**src/scm_pkg.sv**
```systemverilog
// ----------------------------------------------------------------------------
// scm_pkg
// Shared types, command codes and helpers of the SPI command memory slave.
// ----------------------------------------------------------------------------
`default_nettype none

package scm_pkg;

  // Default size of the byte memory.
  localparam int DEFAULT_MEM_BYTES = 262144;

  // Depth of the queue between the command front and the memory back.
  localparam int QUEUE_DEPTH = 4;

  // Command codes: reads and writes with a 24-bit or a 16-bit address.
  localparam logic [7:0] OPC_RD24 = 8'hca;
  localparam logic [7:0] OPC_WR24 = 8'hc9;
  localparam logic [7:0] OPC_RD16 = 8'hc4;
  localparam logic [7:0] OPC_WR16 = 8'hc3;

  // Status codes.
  localparam logic [7:0] STATUS_OK    = 8'h00;
  localparam logic [7:0] STATUS_ERROR = 8'hFF;

  // Work handed from the front to the back.
  typedef enum logic [1:0] {
    OP_ECHO,
    OP_READ,
    OP_WRITE,
    OP_ERROR
  } op_kind_e;

  typedef struct packed {
    op_kind_e    kind;
    logic        in_range;
    logic [23:0] addr;
    logic [31:0] wdata;     // write data, or the echoed command in the low byte
  } op_t;

  typedef enum logic [1:0] {
    BK_CLEAR,
    BK_RUN,
    BK_EMIT
  } bk_state_e;

  typedef struct packed {
    logic clearing;
  } bk_status_t;

  // Number of address bytes that follow a command.
  function automatic logic [3:0] addr_len(input logic [7:0] cmd);
    logic [3:0] len;
    len = 4'd0;
    if (cmd == OPC_RD24 || cmd == OPC_WR24) begin
      len = 4'd3;
    end else if (cmd == OPC_RD16 || cmd == OPC_WR16) begin
      len = 4'd2;
    end
    return len;
  endfunction

  // Number of bytes in all that follow a command.
  function automatic logic [3:0] total_len(input logic [7:0] cmd);
    logic [3:0] len;
    len = 4'd8;
    if (cmd == OPC_RD24) begin
      len = 4'd3;
    end else if (cmd == OPC_RD16) begin
      len = 4'd2;
    end else if (cmd == OPC_WR24) begin
      len = 4'd7;
    end else if (cmd == OPC_WR16) begin
      len = 4'd6;
    end
    return len;
  endfunction

  // Byte of a 32-bit word, the first received byte at index zero.
  function automatic logic [7:0] word_lane(input logic [31:0] w, input logic [1:0] sel);
    logic [7:0] res;
    unique case (sel)
      2'd0: res = w[31:24];
      2'd1: res = w[23:16];
      2'd2: res = w[15:8];
      default: res = w[7:0];
    endcase
    return res;
  endfunction

endpackage

`default_nettype wire

```
**src/scm_front.sv**
```systemverilog
// ----------------------------------------------------------------------------
// scm_front
// Accepts received words, tracks the command framing and queues work.
// ----------------------------------------------------------------------------
`default_nettype none

module scm_front #(
  parameter int MEM_BYTES = scm_pkg::DEFAULT_MEM_BYTES
) (
  input  wire                 clk_i,
  input  wire                 rst_ni,
  input  wire                 rx_valid_i,
  input  wire [7:0]           rx_byte_i,
  output logic                rx_stall_o,
  input  scm_pkg::bk_status_t status_i,
  input  wire                 full_i,
  output logic                push_o,
  output scm_pkg::op_t        op_o
);

  localparam logic [24:0] Limit = 25'(MEM_BYTES - 4);

  logic        phase_q, phase_d;
  logic [7:0]  cmd_q, cmd_d;
  logic [3:0]  cnt_q, cnt_d;
  logic [23:0] addr_q, addr_d;
  logic [31:0] data_q, data_d;

  logic        accept;
  logic [3:0]  cnt_nx;
  logic [23:0] addr_nx;
  logic [31:0] data_nx;
  logic        done;

  assign rx_stall_o = full_i | status_i.clearing;
  assign accept     = rx_valid_i & ~rx_stall_o;

  always_comb begin
    cnt_nx  = cnt_q + 4'd1;
    addr_nx = addr_q;
    data_nx = data_q;
    if (cnt_q < scm_pkg::addr_len(cmd_q)) begin
      addr_nx = {addr_q[15:0], rx_byte_i};
    end else begin
      data_nx = {data_q[23:0], rx_byte_i};
    end
    done = (cnt_nx == scm_pkg::total_len(cmd_q));
  end

  always_comb begin
    phase_d = phase_q;
    cmd_d   = cmd_q;
    cnt_d   = cnt_q;
    addr_d  = addr_q;
    data_d  = data_q;
    push_o  = 1'b0;
    op_o.kind     = scm_pkg::OP_ECHO;
    op_o.in_range = ({1'b0, addr_nx} < Limit);
    op_o.addr     = addr_nx;
    op_o.wdata    = {24'd0, rx_byte_i};
    if (accept) begin
      if (!phase_q) begin
        // Command word: echo it and start collecting.
        push_o  = 1'b1;
        phase_d = 1'b1;
        cmd_d   = rx_byte_i;
        cnt_d   = 4'd0;
        addr_d  = 24'd0;
        data_d  = 32'd0;
      end else begin
        cnt_d  = cnt_nx;
        addr_d = addr_nx;
        data_d = data_nx;
        if (done) begin
          push_o     = 1'b1;
          phase_d    = 1'b0;
          cnt_d      = 4'd0;
          op_o.wdata = data_nx;
          if (cmd_q == scm_pkg::OPC_RD24 || cmd_q == scm_pkg::OPC_RD16) begin
            op_o.kind = scm_pkg::OP_READ;
          end else if (cmd_q == scm_pkg::OPC_WR24 || cmd_q == scm_pkg::OPC_WR16) begin
            op_o.kind = scm_pkg::OP_WRITE;
          end else begin
            op_o.kind = scm_pkg::OP_ERROR;
          end
        end
      end
    end
  end

  always_ff @(posedge clk_i or negedge rst_ni) begin
    if (!rst_ni) begin
      phase_q <= 1'b0;
      cmd_q   <= 8'd0;
      cnt_q   <= 4'd0;
      addr_q  <= 24'd0;
      data_q  <= 32'd0;
    end else begin
      phase_q <= phase_d;
      cmd_q   <= cmd_d;
      cnt_q   <= cnt_d;
      addr_q  <= addr_d;
      data_q  <= data_d;
    end
  end

endmodule

`default_nettype wire

```
**config.mk**
```make
export PLATFORM = sky130hd
export DESIGN_NAME = scm_front
export DESIGN_NICKNAME = d
export VERILOG_FILES = /design/src/scm_pkg.sv /design/src/scm_front.sv
export SDC_FILE = /design/constraint.sdc
export NUM_CORES = 1
export LEC_CHECK = 0
export ABC_AREA = 1
export BUFFER_PORTS_ARGS = -buffer_cell sky130_fd_sc_hd__buf_4
export CAP_MARGIN = 20
export CORE_ASPECT_RATIO = 1.75
export CORE_UTILIZATION = 53
export CTS_CLUSTER_SIZE = 25
export DETAILED_ROUTE_END_ITERATION = 10
export GPL_ROUTABILITY_DRIVEN = 0
export PLACE_DENSITY = 0.77
export SYNTH_ARGS = -nofsm -noshare
export SYNTH_HDL_FRONTEND = slang
export SYNTH_SLANG_ARGS = --single-unit
```
**constraint.sdc**
```tcl
create_clock -name clk_i -period 4.54 [get_ports clk_i]
set_input_delay 0.681 -clock clk_i [delete_from_list [all_inputs] [get_ports clk_i]]
set_output_delay 0.681 -clock clk_i [all_outputs]
set_load 0.01 [all_outputs]
```
* After elaboration in Yosys (flattened, before gate mapping) *
Cells that the tools add are included.

storage, ports and cells
  register bits = 69
  latch bits = 0
  memory bits (writable) = 0
  memory bits (read-only) = 0
  bits of input ports = 13
  logic and storage cells = 47
  memories kept = 0

cells by class
  $add $sub $neg = 1
  multipliers = 0
  divide/modulo/power cells = 0
  magnitude comparators = 2
  eq/ne operators = 5
  shift-type cells = 0
  mux-type cells = 25
  bitwise operators = 4
  reductions and logical operators = 5

operator list
  kind                    count
  $mux W32                5
  $mux W24                2
  $eq A8 B8 Y1 const B    4
  $mux W4                 7
  $lt A24 B18 Y1 const B  1
  $mux W2                 5
  $mux W1                 6
  $add A4 B1 Y4 const B   1
  $eq A4 B4 Y1            1
  $logic_or A1 B1 Y1      4
  $lt A4 B4 Y1            1
  $not A1 Y1              2
  $reduce_and A2 Y1       1
  $and A1 B1 Y1           1
  $or A1 B1 Y1            1

* Longest topological paths before layout *
Gate-level depths: netlist of run 1.

  word-level depth = 9
  gate-level depth with buffers = 19

* Worst setup path before layout of run 1 *
OpenSTA, ideal clock, no wires.

  kind = register to output
  start point = register cmd_q[4]
  end point = output port op_o[56] (netlist bit)
  arrival = 2.297 ns
  required time = 3.859 ns
  path slack = 1.562 ns
  cell stages (with the launch flop) = 20
  cell sequence = dfrtp_1 -> inv_2 -> nand2_1 -> nor2_4 -> inv_2 -> nor2_1 -> nor2_1 -> nand2_1 -> inv_1 -> ha_1 -> nor3_2 -> nand2_4 -> buf_4 -> nand2_1 -> nand2_1 -> nand2_1 -> nor2_1 -> nand2_1 -> nor2_1 -> nor2_1

RTL lines
  what                    line              text
  start, declared         scm_front.sv:24   logic [7:0] cmd_q, cmd_d;
  start signal, assigned  scm_front.sv:100  cmd_q <= cmd_d;
  end, declared           scm_front.sv:18   output scm_pkg::op_t op_o

==> results of run 1 <==
[cell families after synthesis]
logic type	share of synthesized area, %
buffers and inverters	9.48
flip-flops	46.2
AND/OR/NAND/NOR	21.7
AO/OA/AOI/OAI	21.1
XOR/XNOR	0.704
adder cells (fa/ha/maj)	0.670
[sequential cells by signal, summed over array words and instances (netlist names)]
| name | count |
|---|---|
| cnt_q | 4 |
| addr_q | 24 |
| phase_q | 1 |
| data_q | 32 |
| cmd_q | 8 |
[final timing paths]
| check | start | endpoint | cells past startpoint |
|---|---|---|---|
| min | rst_ni | addr_q[16] | 1 |
| min reg2reg | data_q[25] | data_q[25] | 2 |
| max reg2reg | cmd_q[2] | data_q[17] | 13 |
| max | cmd_q[2] | op_o[7] | 13 |
| max in group asynchronous | rst_ni | cmd_q[1] | 1 |
| min in group clk_i | data_q[25] | data_q[25] | 2 |
[metal layers]
metal	share of wire (%)	track usage, %	routed length [microns]	vias to the layer above
met5	0	0	0	-
met4	3.5	11.9	320	0
met3	4.0	5.34	364	21
met2	50	42.2	4530	99
met1	43	34.5	3880	1548
li1	-	-	-	1709
[layout make-up]
cell class              count  area [sq um]
well taps                  84           105
fillers                   566          2310
multi-input cells         330          1650
flip-flops and latches     69          1730
clock inverters             1          5.00
repair buffers             77           578
clock buffers              15           268
inverters                  56           210
[report_power, final]
| group | switching [uW] | total [uW] | internal, uW |
|---|---|---|---|
| clock network | 243 | 642 | 399 |
| logic | 827 | 1350 | 523 |
| registers | 185 | 1070 | 888 |
[synthesized netlist by cell type (all sizes together), types with 3 or more instances]
cell / count
nor2: 43
inv: 56
a22o: 16
o22ai: 10
nand3: 23
a21oi: 27
buf: 15
nand2: 118
nand4: 3
dfrtp: 69
o21ai: 79
clkbuf: 12
[metrics by stage]
stage               hold WS (ps)  utilization [%]  instances
floorplan                    385                -        482
global placement             462             62.3        616
detailed placement           466             62.3        616
CTS                          480             66.3        632
global route                 510             66.3        632
finish                       462             66.3        632
[worst max-delay path, cell delays in order (launching register included)]
cell,delay [ps]
sky130_fd_sc_hd__dfrtp_1,420
sky130_fd_sc_hd__nor2_4,160
sky130_fd_sc_hd__nand3_1,90
sky130_fd_sc_hd__nand2_1,100
sky130_fd_sc_hd__nand2_1,90
sky130_fd_sc_hd__nand2_1,140
sky130_fd_sc_hd__inv_1,60
sky130_fd_sc_hd__ha_1,310
sky130_fd_sc_hd__nand2_4,130
sky130_fd_sc_hd__nand2_4,480
sky130_fd_sc_hd__buf_4,430
sky130_fd_sc_hd__o21ai_1,170
sky130_fd_sc_hd__o21ai_2,190
sky130_fd_sc_hd__buf_4,150
[layout by cell type, fill, tap and decap left out, types with 2 or more instances in the layout]
cell,n
sky130_fd_sc_hd__inv_1,48
sky130_fd_sc_hd__o21ai_2,9
sky130_fd_sc_hd__clkbuf_16,9
sky130_fd_sc_hd__nand2_1,115
sky130_fd_sc_hd__o21ai_0,35
sky130_fd_sc_hd__nand4_2,2
sky130_fd_sc_hd__o21a_1,2
sky130_fd_sc_hd__a21oi_1,27
sky130_fd_sc_hd__clkbuf_8,2
sky130_fd_sc_hd__a22o_1,16
sky130_fd_sc_hd__nand3_1,22
sky130_fd_sc_hd__o22ai_1,10
sky130_fd_sc_hd__o21ai_1,35
sky130_fd_sc_hd__xnor2_1,2
sky130_fd_sc_hd__nor2_1,40
sky130_fd_sc_hd__nor2_4,2
sky130_fd_sc_hd__inv_2,8
sky130_fd_sc_hd__dfrtp_1,69
sky130_fd_sc_hd__clkbuf_1,4
sky130_fd_sc_hd__ha_1,2
sky130_fd_sc_hd__buf_4,77
sky130_fd_sc_hd__nand2_4,2
==> summary.md, run 1 <==
| Metric | Value |
|---|---|
| Average detailed-routed wire length per instance | 14.4 microns |
| Root buf cell | sky130_fd_sc_hd__clkbuf_16 |
| Worst path setup slack after routing | 573 ps |
| Synth top area cells | sky130_fd_sc_hd__dfrtp_1 (46%), sky130_fd_sc_hd__nand2_1 (12%), sky130_fd_sc_hd__inv_1 (4.8%) |
| Count of yosys warnings during synthesis | 0 |
| Min Tclk post-route | 3970 ps |
| Clock-pin transition on the worst setup and hold timing paths | 50 ps |
| Relative slew slack | 41.6% |
| Drt initial violations | 267 |
| Pin count of the biggest net entering global routing | 70 |
| Unrepaired setup endpoints after global routing | no |
| First-pass GRT wire length | 14,900 microns |
| Total negative slack | 0 ps |
| Final Hold Fails | 0 |
| Total of max-cap violations | 0 |
| Cell type with the highest aggregate area in the netlist | sky130_fd_sc_hd__dfrtp_1 |
| Number of nets in the layout | 558 |
| Pwr/cell area | 674 nW/um^2 |
| Vias in the first global route | 3,104 |
| Number of top-level design ports | 74 |
| Starting Density | 54.5% |
| Number of synthesized register bits | 69 |
| Endpoint kind of the worst setup timing path | output port |
| Overflow left after global routing | 0 |
| Number of antenna violations at the first check in global routing | 0 |
| Proportion of netlist area held by the largest area contributor | 46.2% |
| Via count | 3,377 |
| Die Span Y | 113 microns |
| Remaining routing DRC violations | 0 |
| Post-synthesis instance area | 3730 sq um |
| Sequential-to-total area share from yosys stat | 46.2% |
| Post-CTS Repair Setup Buffers | 0 |
| Post-CTS sizing | 0 |
| Slew of the pin with the lowest slew margin | 876 ps |
| Area growth, synth to finish | 21.7% |
| Fraction of final layout cells sized beyond drive strength 1 | 21.2% |
| Maximum resistive drop on vdd | 0.341 mV |
| Final worst path period share | 87.4% |
| Synthesized instance count | 482 |
| Flop2flop setup slack | 1570 ps |
| Share of flip-flops with an asynchronous set or reset after synthesis | 100% |
| GR Util All Layers | 26.5% |
| Area inside the core boundary | 6860 sq um |
| Number of buffers between clock root and the deepest sink | 2 |
| Startpoint Class | flip-flop |
| Number of routed nets with antenna violations | 0 |
| Placed standard-cell area | 4270 sq um |
| Netlist cell types | 32 |
| H-tree level count | 3 |
| Post-route standard cell area excluding fillers | 4550 sq um |
| Outcome | finished, final reports clean |
| Post-CTS Hold Buffers | 0 |
| Total power | 3060 uW |
| Crit path max fanout | 64 |
| Static leakage | 0.00232 uW |
| Die Span X | 65.4 microns |
| Cell Rows | 40 |
| Critical path required time | 3860 ps |
| Die area | 7400 sq um |
| Clock skew | 4.18 ps |
| Max-slew violation total from the final report | 0 |
| Minimum setup slack after placement | 947 ps |
| Sum of routed wire length over all layers | 9100 microns |
| Arrival time reported for the critical path endpoint | 3290 ps |
| Most used flip-flop cell after synthesis | sky130_fd_sc_hd__dfrtp_1 |
| EDFF count, synth | 0 |
| Avg Synthesized Cell Area | 7.75 sq um |
| Vias per Instance | 5.34 |
| Classification of the worst-slack hold path | input port to async pin |
| Upper clock frequency limit | 0.252 GHz |
| Count of buffers inserted at the top-level ports | 73 |
| Number of CTS-inserted buffers | 9 |
| Clock insertion delay at the later pin of the skew report | 330 ps |
| Synthesized net count | 497 |
| Post-DP HPWL | 6280 microns |
| Clock tree from TritonCTS | built |
| Total inserted antenna cells | 0 |
| Number of iterations in the first detailed-routing pass | 4 |
| Final-report setup violation count | 0 |
| Setup Crit Path Kind | flip-flop to output port |
| Clock Sinks | 69 |
Power figures use the tool's default switching activity.
==> run 2, diff against run 1 <==
--- a/config.mk
+++ b/config.mk
@@ -13,6 +13,7 @@
 export CTS_CLUSTER_SIZE = 25
 export DETAILED_ROUTE_END_ITERATION = 10
 export GPL_ROUTABILITY_DRIVEN = 0
+export MAX_ROUTING_LAYER = met4
 export PLACE_DENSITY = 0.77
 export SYNTH_ARGS = -nofsm -noshare
 export SYNTH_HDL_FRONTEND = slang
==> run 2 against run 1 <==
Design area stayed put. Global-route usage rose by 0.80 points. Sequential power hardly changed. First-iteration DRC count decreased by 0.75%. Sequential cell count stayed put. Cell count did not move. Clock skew about the same. Total power barely moved. Clock power hardly changed. Non-clock buffer count did not move. Die area stayed put. Count of clock-buffer cells in the layout unchanged. Critical path type unchanged. Critical endpoint is now op_o[30]. Highest routed layer unchanged.
==> summary.md, run 2 (synthesis gave the netlist of run 1 again) <==
| Metric | Value |
|---|---|
| Outcome | finished, final reports clean |
| Slew of the pin with the lowest slew margin | 884 ps (+7.89 ps) |
| GR Util All Layers | 27.3% (+0.80 points) |
| Sum of routed wire length over all layers | 9110 microns (+0.18%) |
| Clock-pin transition on the worst setup and hold timing paths | 50 ps (about the same) |
| Endpoint kind of the worst setup timing path | output port |
| Total inserted antenna cells | 0 (unchanged) |
| Sum of routed wire segments on met1 | 3860 microns (-0.57%) |
| Area growth, synth to finish | 21.7% (unchanged) |
| Met2 wire length | 4660 microns (+2.8%) |
| Number of buffers between clock root and the deepest sink | 2 (unchanged) |
| Clock Sinks | 69 (unchanged) |
| Crit path max fanout | 64 (unchanged) |
| Count of buffers inserted at the top-level ports | 73 (unchanged) |
| Classification of the worst-slack hold path | input port to async pin |
| Post-CTS Hold Buffers | 0 (unchanged) |
| Startpoint Class | flip-flop |
| Via count | 3,376 (-0.030%) |
| Number of nets in the layout | 558 (unchanged) |
| Total negative slack | 0 ps (unchanged) |
| Worst path cell trace | inv_2 -> nand2_1 -> nor2_4 -> inv_2 -> nor2_1 -> nor2_1 -> nand2_1 -> inv_1 -> ha_1 -> nand2_4 -> nand2_4 -> buf_4 -> nand2_1 -> o211ai_1 -> nor2_1 -> buf_4 |
| Setup Crit Path Kind | flip-flop to output port |
| Number of top-level design ports | 74 (unchanged) |
| Vias in the first global route | 3,098 (-0.19%) |
| Max-slew violation total from the final report | 0 (unchanged) |
| Die Span Y | 113 microns (unchanged) |
| Root buf cell | sky130_fd_sc_hd__clkbuf_16 |
| Final Hold Fails | 0 (unchanged) |
| Register containing the most flip-flops in the final layout | data_q |
| Upper clock frequency limit | 0.251 GHz (-0.45%) |
| Static leakage | 0.00232 uW (unchanged) |
| Slowest cell on the critical path | sky130_fd_sc_hd__nand2_4 |
| Post-CTS sizing | 0 (unchanged) |
| Max layer used | met4 |
| Fill cell total of the finished layout | 566 (unchanged) |
| Remaining routing DRC violations | 0 (unchanged) |
| Met3 wire length | 377 microns (+3.6%) |
| Regs by FF count | data_q x32, addr_q x24, cmd_q x8 |
| Maximum resistive drop on vdd | 0.343 mV (+0.33%) |
| Post-DP HPWL | 6280 microns (unchanged) |
| Pin count of the biggest net entering global routing | 70 (unchanged) |
| Critical path required time | 3860 ps (about the same) |
| Most common cell after layout, fill and taps aside | sky130_fd_sc_hd__nand2_1 |
| Die area | 7400 sq um (unchanged) |
| Vias per Instance | 5.34 (about the same) |
| Die Span X | 65.4 microns (unchanged) |
| Pwr/cell area | 674 nW/um^2 (about the same) |
| H-tree level count | 3 (unchanged) |
| Clock tree from TritonCTS | built |
| First-pass GRT wire length | 14,900 microns (unchanged) |
| Total of max-cap violations | 0 (unchanged) |
| Unrepaired setup endpoints after global routing | no |
| Kind of cell with the highest combined delay on the critical path | simple AND/OR/NAND/NOR gates |
| Area inside the core boundary | 6860 sq um (unchanged) |
| Total power | 3070 uW (about the same) |
| Critical path buffer and inverter count | 5 (+2) |
| Cell Rows | 40 (unchanged) |
| Min Tclk post-route | 3990 ps (+18.0 ps) |
| Relative slew slack | 41.0% (-0.53 points) |
| Clock skew | 4.45 ps (+0.269 ps) |
| Number of iterations in the first detailed-routing pass | 7 (+3) |
| Number of CTS-inserted buffers | 9 (unchanged) |
| Final-report setup violation count | 0 (unchanged) |
| Drt initial violations | 265 (-0.75%) |
| Number of routed nets with antenna violations | 0 (unchanged) |
| Overflow left after global routing | 0 (unchanged) |
| Fraction of final layout cells sized beyond drive strength 1 | 21.2% (unchanged) |
| Number of antenna violations at the first check in global routing | 0 (unchanged) |
| Post-CTS Repair Setup Buffers | 0 (unchanged) |
| Largest register FFs | 32 (unchanged) |
| Final worst path period share | 87.8% (+0.40 points) |
| Starting Density | 54.5% (unchanged) |
| Clock insertion delay at the later pin of the skew report | 330 ps (about the same) |
| Average detailed-routed wire length per instance | 14.4 microns (+0.18%) |
| Arrival time reported for the critical path endpoint | 3300 ps (about the same) |
| Largest incremental delay on the critical path | 480 ps (about the same) |
| Top library cells by usage in the layout, fill and taps aside | sky130_fd_sc_hd__nand2_1 (115), sky130_fd_sc_hd__buf_4 (77), sky130_fd_sc_hd__dfrtp_1 (69) |
-- run 2: cell counts in the layout (fill, tap and decap cells not counted) --
Identical to the previous run, type by type.
-- run 2: layout make-up --
| class | instances | area, sq um | share of cell area, % |
|---|---|---|---|
| well taps | 84 | 105 | 2.31 |
| multi-input cells | 330 | 1650 | 36.4 |
| inverters | 56 | 210 | 4.62 |
| repair buffers | 77 | 578 | 12.7 |
| flip-flops and latches | 69 | 1730 | 38.0 |
| clock inverters | 1 | 5.00 | 0.110 |
| clock buffers | 15 | 268 | 5.89 |
-- run 2: layer usage --
| metal | vias to the layer above | track usage, % |
|---|---|---|
| met2 | 95 | 42.7 |
| met4 | 0 | 10.9 |
| li1 | 1706 | - |
| met3 | 16 | 5.14 |
| met1 | 1559 | 34.7 |
| met5 | - | - |
-- run 2: stage by stage --
stage | hold WS [ps] | std cells | cell area [sq um] | worst slack, ps | util, %
finish | 435 | 632 | 4550 | 555 | 66.3
floorplan | 385 | 482 | 3730 | 1560 | -
global route | 510 | 632 | 4550 | 308 | 66.3
detailed placement | 466 | 616 | 4270 | 947 | 62.3
global placement | 462 | 616 | 4270 | 1010 | 62.3
CTS | 480 | 632 | 4550 | 565 | 66.3
-- run 2: final timing paths --
| kind | startpoint | slack [ps] | endpoint | cells past startpoint |
|---|---|---|---|---|
| worst min-delay path | rst_ni | 440 | addr_q[16] | 1 |
| worst min register to register | data_q[25] | 480 | data_q[25] | 2 |
| max in group asynchronous | rst_ni | 3480 | cmd_q[1] | 1 |
| min in group clk_i | data_q[25] | 480 | data_q[25] | 2 |
| worst max register to register | cmd_q[4] | 1540 | data_q[17] | 15 |
| worst max-delay path | cmd_q[4] | 550 | op_o[30] | 16 |
-- run 2: report_power, final --
| group | internal (uW) | switching, uW | leakage, uW |
|---|---|---|---|
| sequential | 888 | 185 | 0.000891 |
| combinational | 523 | 826 | 0.00129 |
| clock | 399 | 245 | 0.000134 |
