## src/scm_pkg.sv

```systemverilog
// ----------------------------------------------------------------------------
// scm_pkg
// Shared types, command codes and helpers of the SPI command memory slave.
// ----------------------------------------------------------------------------
`default_nettype none

package scm_pkg;

  // Default size of the byte memory.
  localparam int DEFAULT_MEM_BYTES = 262144;

  // Depth of the queue between the command front and the memory back.
  localparam int QUEUE_DEPTH = 4;

  // Command codes: reads and writes with a 24-bit or a 16-bit address.
  localparam logic [7:0] OPC_RD24 = 8'hca;
  localparam logic [7:0] OPC_WR24 = 8'hc9;
  localparam logic [7:0] OPC_RD16 = 8'hc4;
  localparam logic [7:0] OPC_WR16 = 8'hc3;

  // Status codes.
  localparam logic [7:0] STATUS_OK    = 8'h00;
  localparam logic [7:0] STATUS_ERROR = 8'hFF;

  // Work handed from the front to the back.
  typedef enum logic [1:0] {
    OP_ECHO,
    OP_READ,
    OP_WRITE,
    OP_ERROR
  } op_kind_e;

  typedef struct packed {
    op_kind_e    kind;
    logic        in_range;
    logic [23:0] addr;
    logic [31:0] wdata;     // write data, or the echoed command in the low byte
  } op_t;

  typedef enum logic [1:0] {
    BK_CLEAR,
    BK_RUN,
    BK_EMIT
  } bk_state_e;

  typedef struct packed {
    logic clearing;
  } bk_status_t;

  // Number of address bytes that follow a command.
  function automatic logic [3:0] addr_len(input logic [7:0] cmd);
    logic [3:0] len;
    len = 4'd0;
    if (cmd == OPC_RD24 || cmd == OPC_WR24) begin
      len = 4'd3;
    end else if (cmd == OPC_RD16 || cmd == OPC_WR16) begin
      len = 4'd2;
    end
    return len;
  endfunction

  // Number of bytes in all that follow a command.
  function automatic logic [3:0] total_len(input logic [7:0] cmd);
    logic [3:0] len;
    len = 4'd8;
    if (cmd == OPC_RD24) begin
      len = 4'd3;
    end else if (cmd == OPC_RD16) begin
      len = 4'd2;
    end else if (cmd == OPC_WR24) begin
      len = 4'd7;
    end else if (cmd == OPC_WR16) begin
      len = 4'd6;
    end
    return len;
  endfunction

  // Byte of a 32-bit word, the first received byte at index zero.
  function automatic logic [7:0] word_lane(input logic [31:0] w, input logic [1:0] sel);
    logic [7:0] res;
    unique case (sel)
      2'd0: res = w[31:24];
      2'd1: res = w[23:16];
      2'd2: res = w[15:8];
      default: res = w[7:0];
    endcase
    return res;
  endfunction

endpackage

`default_nettype wire

```

## src/scm_queue.sv

```systemverilog
// ----------------------------------------------------------------------------
// scm_queue
// Short first-in first-out queue of work between the front and the back.
// ----------------------------------------------------------------------------
`default_nettype none

module scm_queue (
  input  wire          clk_i,
  input  wire          rst_ni,
  input  wire          push_i,
  input  scm_pkg::op_t data_i,
  output logic         full_o,
  input  wire          pop_i,
  output scm_pkg::op_t data_o,
  output logic         valid_o
);

  localparam int PtrW = $clog2(scm_pkg::QUEUE_DEPTH);
  localparam int CntW = $clog2(scm_pkg::QUEUE_DEPTH + 1);

  scm_pkg::op_t    entry_q [scm_pkg::QUEUE_DEPTH];
  logic [PtrW-1:0] wr_ptr_q, rd_ptr_q;
  logic [CntW-1:0] count_q;

  assign valid_o = (count_q != '0);
  assign full_o  = (count_q == CntW'(scm_pkg::QUEUE_DEPTH));
  assign data_o  = entry_q[rd_ptr_q];

  always_ff @(posedge clk_i) begin
    if (push_i) begin
      entry_q[wr_ptr_q] <= data_i;
    end
  end

  always_ff @(posedge clk_i or negedge rst_ni) begin
    if (!rst_ni) begin
      wr_ptr_q <= '0;
      rd_ptr_q <= '0;
      count_q  <= '0;
    end else begin
      if (push_i) begin
        wr_ptr_q <= wr_ptr_q + PtrW'(1);
      end
      if (pop_i) begin
        rd_ptr_q <= rd_ptr_q + PtrW'(1);
      end
      if (push_i && !pop_i) begin
        count_q <= count_q + CntW'(1);
      end else if (pop_i && !push_i) begin
        count_q <= count_q - CntW'(1);
      end
    end
  end

endmodule

`default_nettype wire

```

## config.mk

```make
export PLATFORM = sky130hd
export DESIGN_NAME = scm_queue
export DESIGN_NICKNAME = d
export VERILOG_FILES = /design/src/scm_pkg.sv /design/src/scm_queue.sv
export SDC_FILE = /design/constraint.sdc
export NUM_CORES = 1
export LEC_CHECK = 0
export ABC_AREA = 0
export BUFFER_PORTS_ARGS = -buffer_cell sky130_fd_sc_hd__buf_2
export CORE_MARGIN = 4
export CORE_UTILIZATION = 35
export CTS_BUF_LIST = sky130_fd_sc_hd__clkbuf_8
export DETAILED_ROUTE_END_ITERATION = 12
export PLACE_DENSITY = 0.59
export SYNTH_ARGS = -nofsm -noshare
export SYNTH_HDL_FRONTEND = slang
export SYNTH_SLANG_ARGS = --single-unit
```

## constraint.sdc

```tcl
create_clock -name clk_i -period 3.5 [get_ports clk_i]
set_clock_uncertainty 0.1 [all_clocks]
set_input_delay 0.35 -clock clk_i [delete_from_list [all_inputs] [get_ports clk_i]]
set_output_delay 0.35 -clock clk_i [all_outputs]
set_load 0.01 [all_outputs]
```

---- Yosys cells after proc, flatten, opt, wreduce, memory -nomap -nowiden ----
Memories as Yosys holds them, arrays and structs flattened.
Cells that the tools add are included.
Widths: inputs -> output; s select.
storage, ports and cells
  bits in read-only memories .............. 0
  input bits .............................. 63
  bits in latches ......................... 0
  logic and storage cells ................. 19
  memories kept ........................... 1
  output and inout port bits .............. 61
  bits in writable memories ............... 236
  register bits after elaboration ......... 7
memories
  name     depth  bits a word  read ports  clocked after Yosys merged registers in  wr ports  line             source
  entry_q  4      59           1           0                                        1         scm_queue.sv:21  scm_pkg::op_t entry_q [scm_pkg::QUEUE_DEPTH];
cells by class
  muxes and demuxes ....................... 4
  shift operators ......................... 0
  reductions and logical operators ........ 6
  multipliers ............................. 0
  divide/modulo/power cells ............... 0
  order comparisons ....................... 0
  equality and inequality tests ........... 1
  add/sub/neg operators ................... 4
  bitwise logic cells ..................... 0
operator list
  kind                 count
  $mux 3               2
  $add 2x1->2 const B  2
  $add 3x1->3 const B  1
  $eq 3x3->1 const B   1
  $reduce_bool 3->1    1
  $sub 3x1->3 const B  1
  $logic_and 1x1->1    2
  $logic_not 1->1      2
  $mux 1               2
  $reduce_bool 2->1    1

---- Longest topological paths before layout ----
Gate-level depths: netlist of run 1.
  depth in word-level cells ............... 4
  depth in mapped cells ................... 7
  gate-level depth less buffers ........... 7

---- Least setup slack after synthesis of run 1 ----
OpenSTA, ideal clock, no wires.
  path type ............................... reg2reg
  start point ............................. reg wr_ptr_q[0]
  end point ............................... mem entry_q[2][0] (netlist name) (enable)
  stages on the path, launching flop included .. 4
  period minus slack after synthesis ...... 2.532 ns
  setup time .............................. 0.423 ns
  setup slack ............................. 0.968 ns
  arrival time ............................ 2.009 ns
  required time ........................... 2.977 ns
  buffers on the path ..................... 0
  cells stage by stage .................... dfrtp_1 -> inv_1 -> ha_1 -> and2_1
RTL lines
  item                    line             source
  from (decl)             scm_queue.sv:22  logic [PtrW-1:0] wr_ptr_q, rd_ptr_q;
  from (signal assigned)  scm_queue.sv:42  wr_ptr_q <= wr_ptr_q + PtrW'(1);
  to (decl)               scm_queue.sv:21
No word-level cell before the write port.

==> reports/summary.log, run 1 <==
INFO  sta            finalHoldViolations=0
INFO  floorplan      io-pin-count=124
INFO  clock_network  postCtsResizedCells=0
INFO  worst_setup_path r2r_setup_slack=1540ps
INFO  sta            setup-tns-final=0ps
INFO  cells_and_area n_antenna_cell=0
INFO  synthesis      yosys_warnings=0
INFO  sta            layout_min_cycle_time=2790ps
INFO  worst_setup_path setup.worst_path.start_class=register
INFO  sta            setup_repair_after_global_routing_missed_its_margin=no
INFO  routing        route.detailed.wl_per_inst=18.2µm
INFO  cells_and_area area.growth.synth_to_final=25.1%
INFO  place          dpl-instance-area=9880µm²
INFO  sta            setup-violations-final=0
INFO  sta            final_max_slew_viol_count=0
INFO  synthesis      synth_nets=412
INFO  cells_and_area final_util=44.6%
INFO  worst_setup_path required=3050ps
INFO  sta            min_period_over_period=79.8%
INFO  place          detailed_place_hpwl=9250µm
INFO  sta            timing.hold.ws=99.4ps
INFO  synthesis      postSynthRegisterBits=243
INFO  floorplan      fp.coreArea=25200µm²
INFO  synthesis      cell_taking_the_most_area_after_synthesis=edfxtp_1
INFO  place          placement.io_buffers=123
INFO  clock_network  clk_root_buffer_cell=clkbuf_8
INFO  worst_hold_path hold_path_class=in2async
INFO  clock_network  clock_path_buffers=3
INFO  synthesis      post_synth_top_area_share=79.0%
INFO  floorplan      chipHeight=168µm
INFO  clock_network  cts.clk_slew.worst_paths=60ps
INFO  synthesis      synth.yosys.seq_area_share=80.9%
INFO  cells_and_area post_route_cells_drive_above_1_share=41.2%
INFO  cells_and_area final_common_cell=edfxtp_1
INFO  grt            grt_antenna_before_repair=0
INFO  routing        initialDrtViolationCount=234
INFO  grt            grt_overflow=0
INFO  floorplan      initial_core_util=35.6%
INFO  routing        drc=0
INFO  run            drv.max_cap_violation_count=0
INFO  run_status     outcome=completed
INFO  synthesis      avgSynthCellArea=26.2µm²
INFO  synthesis      post_synth_main_area_contributors=edfxtp_1 79%, mux4_2 15%, dfrtp_1 2.0%
INFO  routing        dr_total_vias=4212
INFO  place          placer_congestion=0.660
INFO  clock_network  cts-htree-levels=2
INFO  synthesis      synthesis.instances=343
INFO  synthesis      synthDistinctLibCells=20
INFO  grt            grt_util_all_layers=11.7%
INFO  cells_and_area layout_common_cells=236 x edfxtp_1, 123 x buf_2, 62 x dlygate4sd3_1
INFO  pwr            leakage_power=3.90nW
INFO  routing        dr.pass1.iters=4
INFO  grt            pin_count_of_the_biggest_net_entering_global_routing=61
INFO  floorplan      chipWidth=168µm
INFO  sta            max_freq=358MHz
INFO  pwr            vdd_drop_max=0.000417V
INFO  worst_setup_path critPathArrivalTime=2340ps
INFO  floorplan      fp.dieArea=28300µm²
INFO  grt            grt_first_pass_wirelength=26000µm
INFO  sta            worstMarginPinSlew=952ps
INFO  sta            slew_headroom=36.5%
INFO  routing        final_antenna_net_count=0
INFO  clock_network  post_cts_hold_buffer_count=62
INFO  synthesis      mappedNetlistArea=8980µm²
INFO  pwr            pwr_density_cell=780nW/µm²
INFO  clock_network  cts_buffers=41
INFO  routing        avgViaCountPerCell=4.63
INFO  clock_network  cts_setup_buffers=0
INFO  floorplan      std_cell_rows=58
INFO  worst_setup_path critical_path.endpoint_type=output port
INFO  clock_network  number_of_clock_sinks=243
INFO  routing        postRouteWirelength=16500µm
INFO  worst_setup_path timing_worst_setup_path_type=reg2out
INFO  clock_network  clock_insertion_delay_worst_skew=510ps
INFO  clock_network  tritoncts=done
INFO  cells_and_area final_net_count=628
INFO  grt            grt_pass1_vias=4770
INFO  cells_and_area postLayoutCellArea=11200µm²
INFO  worst_setup_path timing.critical_path.fanout_max=20
## worst max-delay path, cell delays in order (launching register included)
cell     delay, ps
dfrtp_4        690
buf_4          400
mux4_2         560
buf_2          160
## path summary, 6_finish.rpt
check,startpoint,end,depth (start not counted)
max,rd_ptr_q[0]$_DFFE_PN0P_,data_o[53],3
min,rst_ni,count_q[2]$_DFFE_PN0P_,2
max reg2reg,wr_ptr_q[0]$_DFFE_PN0P_,entry_q[0][2]$_DFFE_PP_,3
min reg2reg,count_q[2]$_DFFE_PN0P_,count_q[2]$_DFFE_PN0P_,1
max in group asynchronous,rst_ni,rd_ptr_q[1]$_DFFE_PN0P_,2
min in group clk_i,count_q[2]$_DFFE_PN0P_,count_q[2]$_DFFE_PN0P_,1
## sequential cells by signal, indices dropped and copies added, names as in the netlist
signal,cells
wr_ptr_q,2
rd_ptr_q,2
entry_q,236
count_q,3
## where the power goes
part | switching, mW | internal, mW
Combinational | 1.14 | 1.17
Sequential | 0.351 | 3.82
Clock | 1.04 | 1.23
## logic make-up (layout without fill, tap and decap cells)
kind of cell,count (synthesis),count (layout),synth area share [%]
flip-flops,243,243,80.9
multiplexers,60,60,15.0
buffers and inverters,18,255,2.01
AND/OR/NAND/NOR,9,9,0.558
adder cells (fa/ha/maj),6,6,0.920
XOR/XNOR,6,6,0.585
AO/OA/AOI/OAI,1,1,0.0557
## through the flow
step	total power, mW	instances	setup slack (ps)
floorplan	5.78	343	968
detailed placement	6.60	784	1180
global placement	6.54	784	1200
global route	9.29	910	527
CTS	8.97	910	602
finish	8.76	910	707
## layer usage
layer | wire [µm] | track usage [%] | vias to the layer above
met5 | 0 | 0 | -
met4 | 399 | 4.13 | 0
met3 | 922 | 2.86 | 38
met2 | 8450 | 20.1 | 120
met1 | 6760 | 14.7 | 2164
li1 | - | - | 1890
## area by class of cell
cell class / count / area [µm²]
Clock buffer: 41 / 564
Tap cell: 330 / 413
Fill cell: 2159 / 14000
Timing Repair Buffer: 187 / 1260
Clock inverter: 23 / 160
Multi-Input combinational cell: 82 / 1540
Sequential cell: 243 / 7270
Inverter: 4 / 15.0
## synth_stat cells, drive strengths merged
cell and n:
and2 4, buf 13, clkbuf 1, dfrtp 7
edfxtp 236, fa 1, ha 5, inv 4
mux2 1, mux4 59, nand2 2, nor2 1
nor3b 1, o21ai 1, or3 1, xnor2 2
xor2 4
Power figures use the tool's default switching activity.
==> run 2, diff against run 1 <==
==> constraint.sdc (replaced) <==
create_clock -name clk_i -period 2.9 [get_ports clk_i]
set_clock_uncertainty 0.1 [all_clocks]
set_input_delay 0.29 -clock clk_i [delete_from_list [all_inputs] [get_ports clk_i]]
set_output_delay 0.29 -clock clk_i [all_outputs]
set_load 0.01 [all_outputs]
==> run 2 against run 1 <==
- via count down 0.26%
- final area up 0.51%
- final cell count up 0.88%
- combinational power up 27%
- critical path depth down 1
- register-to-register slack worse by 640 ps
- clock power up 16%
- setup slack worse by 380 ps
- worst hold slack worse by 41 ps
- die area unchanged
- sequential power up 18%
==> reports/summary.log, run 2 (synthesis results as in run 1) <==
INFO  cells_and_area post_route_cells_drive_above_1_share=41.8% [was 41.2%]
INFO  clock_network  number_of_clock_sinks=243 [unchanged]
INFO  pwr            vdd_drop_max=0.000754V [was 0.000417 V]
INFO  routing        dr_total_vias=4201 [was 4212]
INFO  sta            worstMarginPinSlew=940ps [was 952 ps]
INFO  cells_and_area nFillCells=2160 [was 2159]
INFO  worst_setup_path setup.worst_path.start_class=register [unchanged]
INFO  routing        dr.pass1.iters=4 [unchanged]
INFO  clock_network  postCtsResizedCells=0 [unchanged]
INFO  grt            pin_count_of_the_biggest_net_entering_global_routing=61 [unchanged]
INFO  floorplan      fp.dieArea=28300µm² [unchanged]
INFO  sta            setup_repair_after_global_routing_missed_its_margin=no [unchanged]
INFO  grt            grt_first_pass_wirelength=26200µm [was 26000 µm]
INFO  clock_network  cts_setup_buffers=0 [unchanged]
INFO  cells_and_area reg_top3=entry_q: 236 flops, count_q: 3 flops [unchanged]
INFO  cells_and_area layout_common_cells=236 x edfxtp_1, 123 x buf_2, 62 x dlygate4sd3_1 [unchanged]
INFO  floorplan      chipHeight=168µm [unchanged]
INFO  place          placement.io_buffers=123 [unchanged]
INFO  sta            setup-violations-final=0 [unchanged]
INFO  sta            layout_min_cycle_time=2570ps
INFO  run_status     outcome=completed [unchanged]
INFO  routing        avgViaCountPerCell=4.58 [was 4.63]
INFO  worst_hold_path hold_path_class=in2async [unchanged]
INFO  grt            grt_overflow=0 [unchanged]
INFO  routing        postRouteWirelength=16800µm [was 16500 µm]
INFO  place          placer_congestion=0.662 [was 0.660]
INFO  clock_network  cts-htree-levels=2 [unchanged]
INFO  floorplan      initial_core_util=35.6% [unchanged]
INFO  sta            setup-tns-final=0ps [unchanged]
INFO  sta            max_freq=389MHz
INFO  cells_and_area number_of_flip_flops_in_the_largest_register=236 [unchanged]
INFO  floorplan      chipWidth=168µm [unchanged]
INFO  clock_network  tritoncts=done [unchanged]
INFO  cells_and_area n_antenna_cell=0 [unchanged]
INFO  sta            final_max_slew_viol_count=0 [unchanged]
INFO  worst_setup_path critPathArrivalTime=2180ps [was 2340 ps]
INFO  cells_and_area multiInputGateArea=1540µm² [unchanged]
INFO  worst_setup_path critical_path.endpoint_type=output port [unchanged]
INFO  worst_setup_path timing.critical_path.fanout_max=60 [was 20]
INFO  cells_and_area area.growth.synth_to_final=25.7% [was 25.1%]
INFO  worst_setup_path timing_worst_setup_path_type=reg2out [unchanged]
INFO  routing        route.detailed.wl_per_inst=18.3µm [was 18.2 µm]
INFO  routing        drc=0 [unchanged]
INFO  pwr            pwr_density_cell=934nW/µm² [was 780 nW/µm²]
INFO  place          detailed_place_hpwl=10000µm [was 9250 µm]
INFO  cells_and_area final_net_count=633 [was 628]
INFO  clock_network  clock_insertion_delay_worst_skew=500ps [was 510 ps]
INFO  floorplan      io-pin-count=124 [unchanged]
INFO  clock_network  clock_path_buffers=3 [unchanged]
INFO  floorplan      fp.coreArea=25200µm² [unchanged]
INFO  routing        final_antenna_net_count=0 [unchanged]
INFO  pwr            total_power_of_the_final_layout=10.5mW [was 8.76 mW]
INFO  sta            slew_headroom=37.4% [was 36.5%]
INFO  run            drv.max_cap_violation_count=0 [unchanged]
INFO  clock_network  clk_root_buffer_cell=clkbuf_8 [unchanged]
INFO  clock_network  cts.clk_slew.worst_paths=60ps [about the same]
INFO  worst_setup_path required=2510ps [was 3050 ps]
INFO  routing        initialDrtViolationCount=284 [was 234]
INFO  cells_and_area sequential_cell_area=7270µm² [unchanged]
INFO  floorplan      std_cell_rows=58 [unchanged]
INFO  sta            min_period_over_period=88.7%
INFO  clock_network  cts_buffers=40 [was 41]
INFO  sta            finalHoldViolations=0 [unchanged]
INFO  grt            grt_pass1_vias=4668 [was 4770]
INFO  grt            grt_antenna_before_repair=0 [unchanged]
INFO  grt            grt_util_all_layers=11.9% [was 11.7%]
INFO  cells_and_area final_common_cell=edfxtp_1 [unchanged]
INFO  cells_and_area max_flop_register=entry_q [unchanged]
INFO  pwr            leakage_power=3.94nW [was 3.90 nW]
## run 2: cell types whose count changed in the layout (fill, tap and decap cells not counted), sizes merged
cell      delta
buf          +6
bufinv       -1
clkinv       +1
clkinvlp     +1
inv          +1
## run 2: metrics by stage
step	util (%)	hold slack, ps	instance area (µm²)	setup slack [ps]	std cells
2_1_floorplan	-	-106	8980	368	343
3_3_place_gp	39.6	27.3	9970	828	790
3_5_place_dp	39.6	42.9	9970	821	790
4_1_cts	44.8	14.8	11300	260	918
5_1_grt	44.8	38.1	11300	195	918
6_report	44.8	57.9	11300	328	918
## run 2: cell type report
| class | count | share of cell area (%) |
|---|---|---|
| inverters | 4 | 0.133 |
| flip-flops and latches | 243 | 64.4 |
| multi-input cells | 82 | 13.7 |
| clock inverters | 25 | 1.20 |
| repair buffers | 193 | 11.9 |
| well taps | 330 | 3.66 |
| clock buffers | 41 | 5.00 |
## run 2: routing by layer
layer	vias to the layer above	wire length (µm)	track usage [%]
met5	-	0	0
met4	0	264	3.67
met3	24	954	3.47
met2	110	8470	19.7
met1	2162	7100	15.2
li1	1905	-	-
## run 2: path summary, 6_finish.rpt
path                                          from  cells after the start                  endpoint  slack (ps)
max                        rd_ptr_q[1]$_DFFE_PN0P_                      2                data_o[46]         330
min                                         rst_ni                      2    count_q[0]$_DFFE_PN0P_          60
max reg2reg                wr_ptr_q[1]$_DFFE_PN0P_                      4  entry_q[1][55]$_DFFE_PP_         900
min reg2reg                 count_q[2]$_DFFE_PN0P_                      1    count_q[2]$_DFFE_PN0P_         400
max in group asynchronous                   rst_ni                      2   rd_ptr_q[1]$_DFFE_PN0P_        2450
min in group clk_i          count_q[2]$_DFFE_PN0P_                      1    count_q[2]$_DFFE_PN0P_         400
## run 2: timing repair
action | 4_1_cts | 5_1_grt
setup endpoints to repair | 0 | 0
hold buffers | 62 | 0
endpoints found under the hold margin | 247 | 0
## run 2: power breakdown
group	switching (mW)	internal, mW
Clock	1.24	1.40
Sequential	0.352	4.60
Combinational	1.46	1.48
Total	3.06	7.48
## run 2: critical path, cell delays in order, from the launching register on
cell	delay (ps)
dfrtp_4	1040
mux4_2	450
buf_2	160
==> run 3, diff against run 2 <==
--- a/config.mk
+++ b/config.mk
@@ -8,10 +8,10 @@
 export ABC_AREA = 0
 export BUFFER_PORTS_ARGS = -buffer_cell sky130_fd_sc_hd__buf_2
 export CORE_MARGIN = 4
-export CORE_UTILIZATION = 35
+export CORE_UTILIZATION = 59
 export CTS_BUF_LIST = sky130_fd_sc_hd__clkbuf_8
 export DETAILED_ROUTE_END_ITERATION = 12
-export PLACE_DENSITY = 0.59
+export PLACE_DENSITY = 0.88
 export SYNTH_ARGS = -nofsm -noshare
 export SYNTH_HDL_FRONTEND = slang
 export SYNTH_SLANG_ARGS = --single-unit
==> run 3 against run 2 <==
- final area is 1.5% lower
- non-clock buffer count rose by 2
- count of clock-buffer cells in the layout unchanged
- worst hold slack barely moved
- wire length grew 1.1%
- utilization grew 31 points
- final cell count down 16%
- sequential power shrank 1%
==> reports/summary.log, run 3 (synthesis results as in run 1) <==
INFO  cells_and_area post_route_cells_drive_above_1_share=40.8% [was 41.8%]
INFO  clock_network  number_of_clock_sinks=243 [unchanged]
INFO  clock_network  cts-htree-levels=2 [unchanged]
INFO  sta            worstMarginPinSlew=669ps [was 940 ps]
INFO  pwr            cell_internal_pwr=7.42mW [was 7.48 mW]
INFO  routing        dr.pass1.iters=4 [unchanged]
INFO  routing        route.detailed.wl_per_inst=21.9µm [was 18.3 µm]
INFO  grt            grt_overflow=0 [unchanged]
INFO  clock_network  cts_setup_buffers=0 [unchanged]
INFO  pwr            pwr-share-seq=46.7% [was 47.0%]
INFO  clock_network  postCtsResizedCells=0 [unchanged]
INFO  pwr            clock_power_share=23.8% [was 25.1%]
INFO  sta            timing.hold.ws=58.2ps [was 57.9 ps]
INFO  worst_hold_path hold_path_class=in2async [unchanged]
INFO  clock_network  cts_buffers=39 [was 40]
INFO  worst_setup_path required=2510ps [about the same]
INFO  sta            layout_setup_ws=319ps [was 328 ps]
INFO  run            drv.max_cap_violation_count=0 [unchanged]
INFO  routing        avgViaCountPerCell=5.62 [was 4.58]
INFO  routing        postRouteWirelength=17000µm [was 16800 µm]
INFO  pwr            p_switching=3.05mW [was 3.06 mW]
INFO  cells_and_area max_flop_register=entry_q [unchanged]
INFO  sta            min_period_over_period=89.0% [was 88.7%]
INFO  cells_and_area reg_top3=entry_q: 236 flops, count_q: 3 flops [unchanged]
INFO  sta            layout_min_cycle_time=2580ps [was 2570 ps]
INFO  sta            setup-tns-final=0ps [unchanged]
INFO  place          place_worst_setup_slack=846ps [was 821 ps]
INFO  pwr            net_sw_share=29.1% [was 29.0%]
INFO  clock_network  clock_path_buffers=3 [unchanged]
INFO  cells_and_area n_antenna_cell=0 [unchanged]
INFO  floorplan      initial_core_util=61.1% [was 35.6%]
INFO  sta            final_max_slew_viol_count=0 [unchanged]
INFO  grt            grt_util_all_layers=20.7% [was 11.9%]
INFO  grt            grt_first_pass_wirelength=27400µm [was 26200 µm]
INFO  worst_setup_path setup.worst_path.start_class=register [unchanged]
INFO  worst_setup_path crit_chain=buf_12 -> mux4_2 -> buf_2 [was mux4_2 -> buf_2]
INFO  pwr            vdd_drop_max=0.000613V [was 0.000754 V]
INFO  clock_network  post_cts_hold_buffer_count=62 [unchanged]
INFO  floorplan      fp.dieArea=17300µm² [was 28300 µm²]
INFO  worst_setup_path timing_worst_setup_path_type=reg2out [unchanged]
INFO  floorplan      fp.coreArea=14700µm² [was 25200 µm²]
INFO  routing        drc=0 [unchanged]
INFO  place          detailed_place_hpwl=9690µm [was 10000 µm]
INFO  worst_setup_path critPathSlowestCell=dfrtp_4 [unchanged]
INFO  grt            grt_antenna_before_repair=0 [unchanged]
INFO  floorplan      chipHeight=131µm [was 168 µm]
INFO  place          placement.io_buffers=123 [unchanged]
INFO  cells_and_area layout_common_cells=236 x edfxtp_1, 123 x buf_2, 62 x dlygate4sd3_1 [unchanged]
INFO  cells_and_area final_common_cell=edfxtp_1 [unchanged]
INFO  sta            finalHoldViolations=0 [unchanged]
INFO  floorplan      chipWidth=131µm [was 168 µm]
INFO  worst_setup_path worst_path_largest_cell_delay=640ps [was 1040 ps]
INFO  cells_and_area final_net_count=634 [was 633]
INFO  worst_setup_path critical_path.endpoint_type=output port [unchanged]
INFO  place          placer_congestion=0.750 [was 0.662]
INFO  clock_network  cts.clk_slew.worst_paths=60ps [about the same]
INFO  cells_and_area nFillCells=782 [was 2160]
INFO  routing        initialDrtViolationCount=252 [was 284]
INFO  clock_network  tritoncts=done [unchanged]
INFO  worst_setup_path critPathArrivalTime=2190ps [was 2180 ps]
INFO  sta            setup_repair_after_global_routing_missed_its_margin=no [unchanged]
INFO  cells_and_area number_of_flip_flops_in_the_largest_register=236 [unchanged]
INFO  pwr            leakage_power=3.96nW [was 3.94 nW]
INFO  pwr            pwr_density_cell=941nW/µm² [was 934 nW/µm²]
INFO  worst_setup_path timing.critical_path.fanout_max=25 [was 60]
INFO  grt            pin_count_of_the_biggest_net_entering_global_routing=60 [was 61]
INFO  sta            max_freq=388MHz [was 389 MHz]
INFO  routing        dr_total_vias=4352 [was 4201]
INFO  clock_network  clk_root_buffer_cell=clkbuf_8 [unchanged]
INFO  cells_and_area area.growth.synth_to_final=23.9% [was 25.7%]
INFO  pwr            comb_power_share=29.6% [was 27.9%]
INFO  clock_network  clock_insertion_delay_worst_skew=510ps [was 500 ps]
INFO  sta            slew_headroom=55.4% [was 37.4%]
INFO  run_status     outcome=completed [unchanged]
INFO  sta            setup-violations-final=0 [unchanged]
INFO  routing        final_antenna_net_count=0 [unchanged]
INFO  grt            grt_pass1_vias=4997 [was 4668]
INFO  floorplan      std_cell_rows=44 [was 58]
INFO  floorplan      io-pin-count=124 [unchanged]
## run 3: cell types whose count changed in the layout (fill, tap and decap cells not counted), sizes merged
cell,previous run,this run
buf,131,133
bufinv,1,0
clkinv,12,10
clkinvlp,2,0
inv,14,19
## run 3: area by class of cell
class	instances	area, µm²	area share, %
flip-flops and latches	243	7270	65.3
multi-input cells	82	1540	13.8
repair buffers	195	1410	12.7
clock buffers	41	564	5.07
well taps	184	230	2.07
clock inverters	25	96.3	0.866
inverters	4	15.0	0.135
## run 3: layer usage
layer | global-route usage [%] | vias to the layer above | routed length, µm
met1 | 26.0 | 2239 | 6550
met4 | 6.94 | 0 | 365
met2 | 34.8 | 164 | 8840
met3 | 6.46 | 41 | 1200
met5 | 0 | - | 0
li1 | - | 1908 | -
## run 3: per-stage QoR
stage | total power, mW | cells | utilization, % | cell area (µm²)
after floorplan | 6.97 | 343 | - | 8980
after global placement | 7.93 | 646 | 67.0 | 9840
after detailed placement | 8.04 | 646 | 67.0 | 9840
after CTS | 10.6 | 774 | 75.7 | 11100
after global routing | 11.0 | 774 | 75.7 | 11100
final | 10.5 | 774 | 75.7 | 11100
## run 3: path summary, 6_finish.rpt
| kind | from | to | slack [ps] | cells past startpoint |
|---|---|---|---|---|
| hold / removal | rst_ni | wr_ptr_q[0]$_DFFE_PN0P_ | 60 | 2 |
| setup / recovery | rd_ptr_q[0]$_DFFE_PN0P_ | data_o[38] | 320 | 3 |
| min in group clk_i | count_q[2]$_DFFE_PN0P_ | count_q[2]$_DFFE_PN0P_ | 410 | 1 |
| hold reg to reg | count_q[2]$_DFFE_PN0P_ | count_q[2]$_DFFE_PN0P_ | 410 | 1 |
| setup reg to reg | wr_ptr_q[1]$_DFFE_PN0P_ | entry_q[1][34]$_DFFE_PP_ | 960 | 4 |
| max in group asynchronous | rst_ni | rd_ptr_q[0]$_DFFE_PN0P_ | 2460 | 2 |
## run 3: worst max-delay path, delay by kind of cell, from the launching register on
kind                   cells  cell delay [ps]
multiplexers               1              570
flip-flops                 1              640
buffers and inverters      2              450
## run 3: power groups by stage
stage | Combinational [mW] | Sequential [mW] | Clock, mW
after floorplan | 2.17 | 4.80 | 0
after global placement | 3.02 | 4.90 | 0
after detailed placement | 3.07 | 4.97 | 0
after CTS | 3.16 | 4.90 | 2.56
after global routing | 3.34 | 4.95 | 2.73
final | 3.10 | 4.89 | 2.49
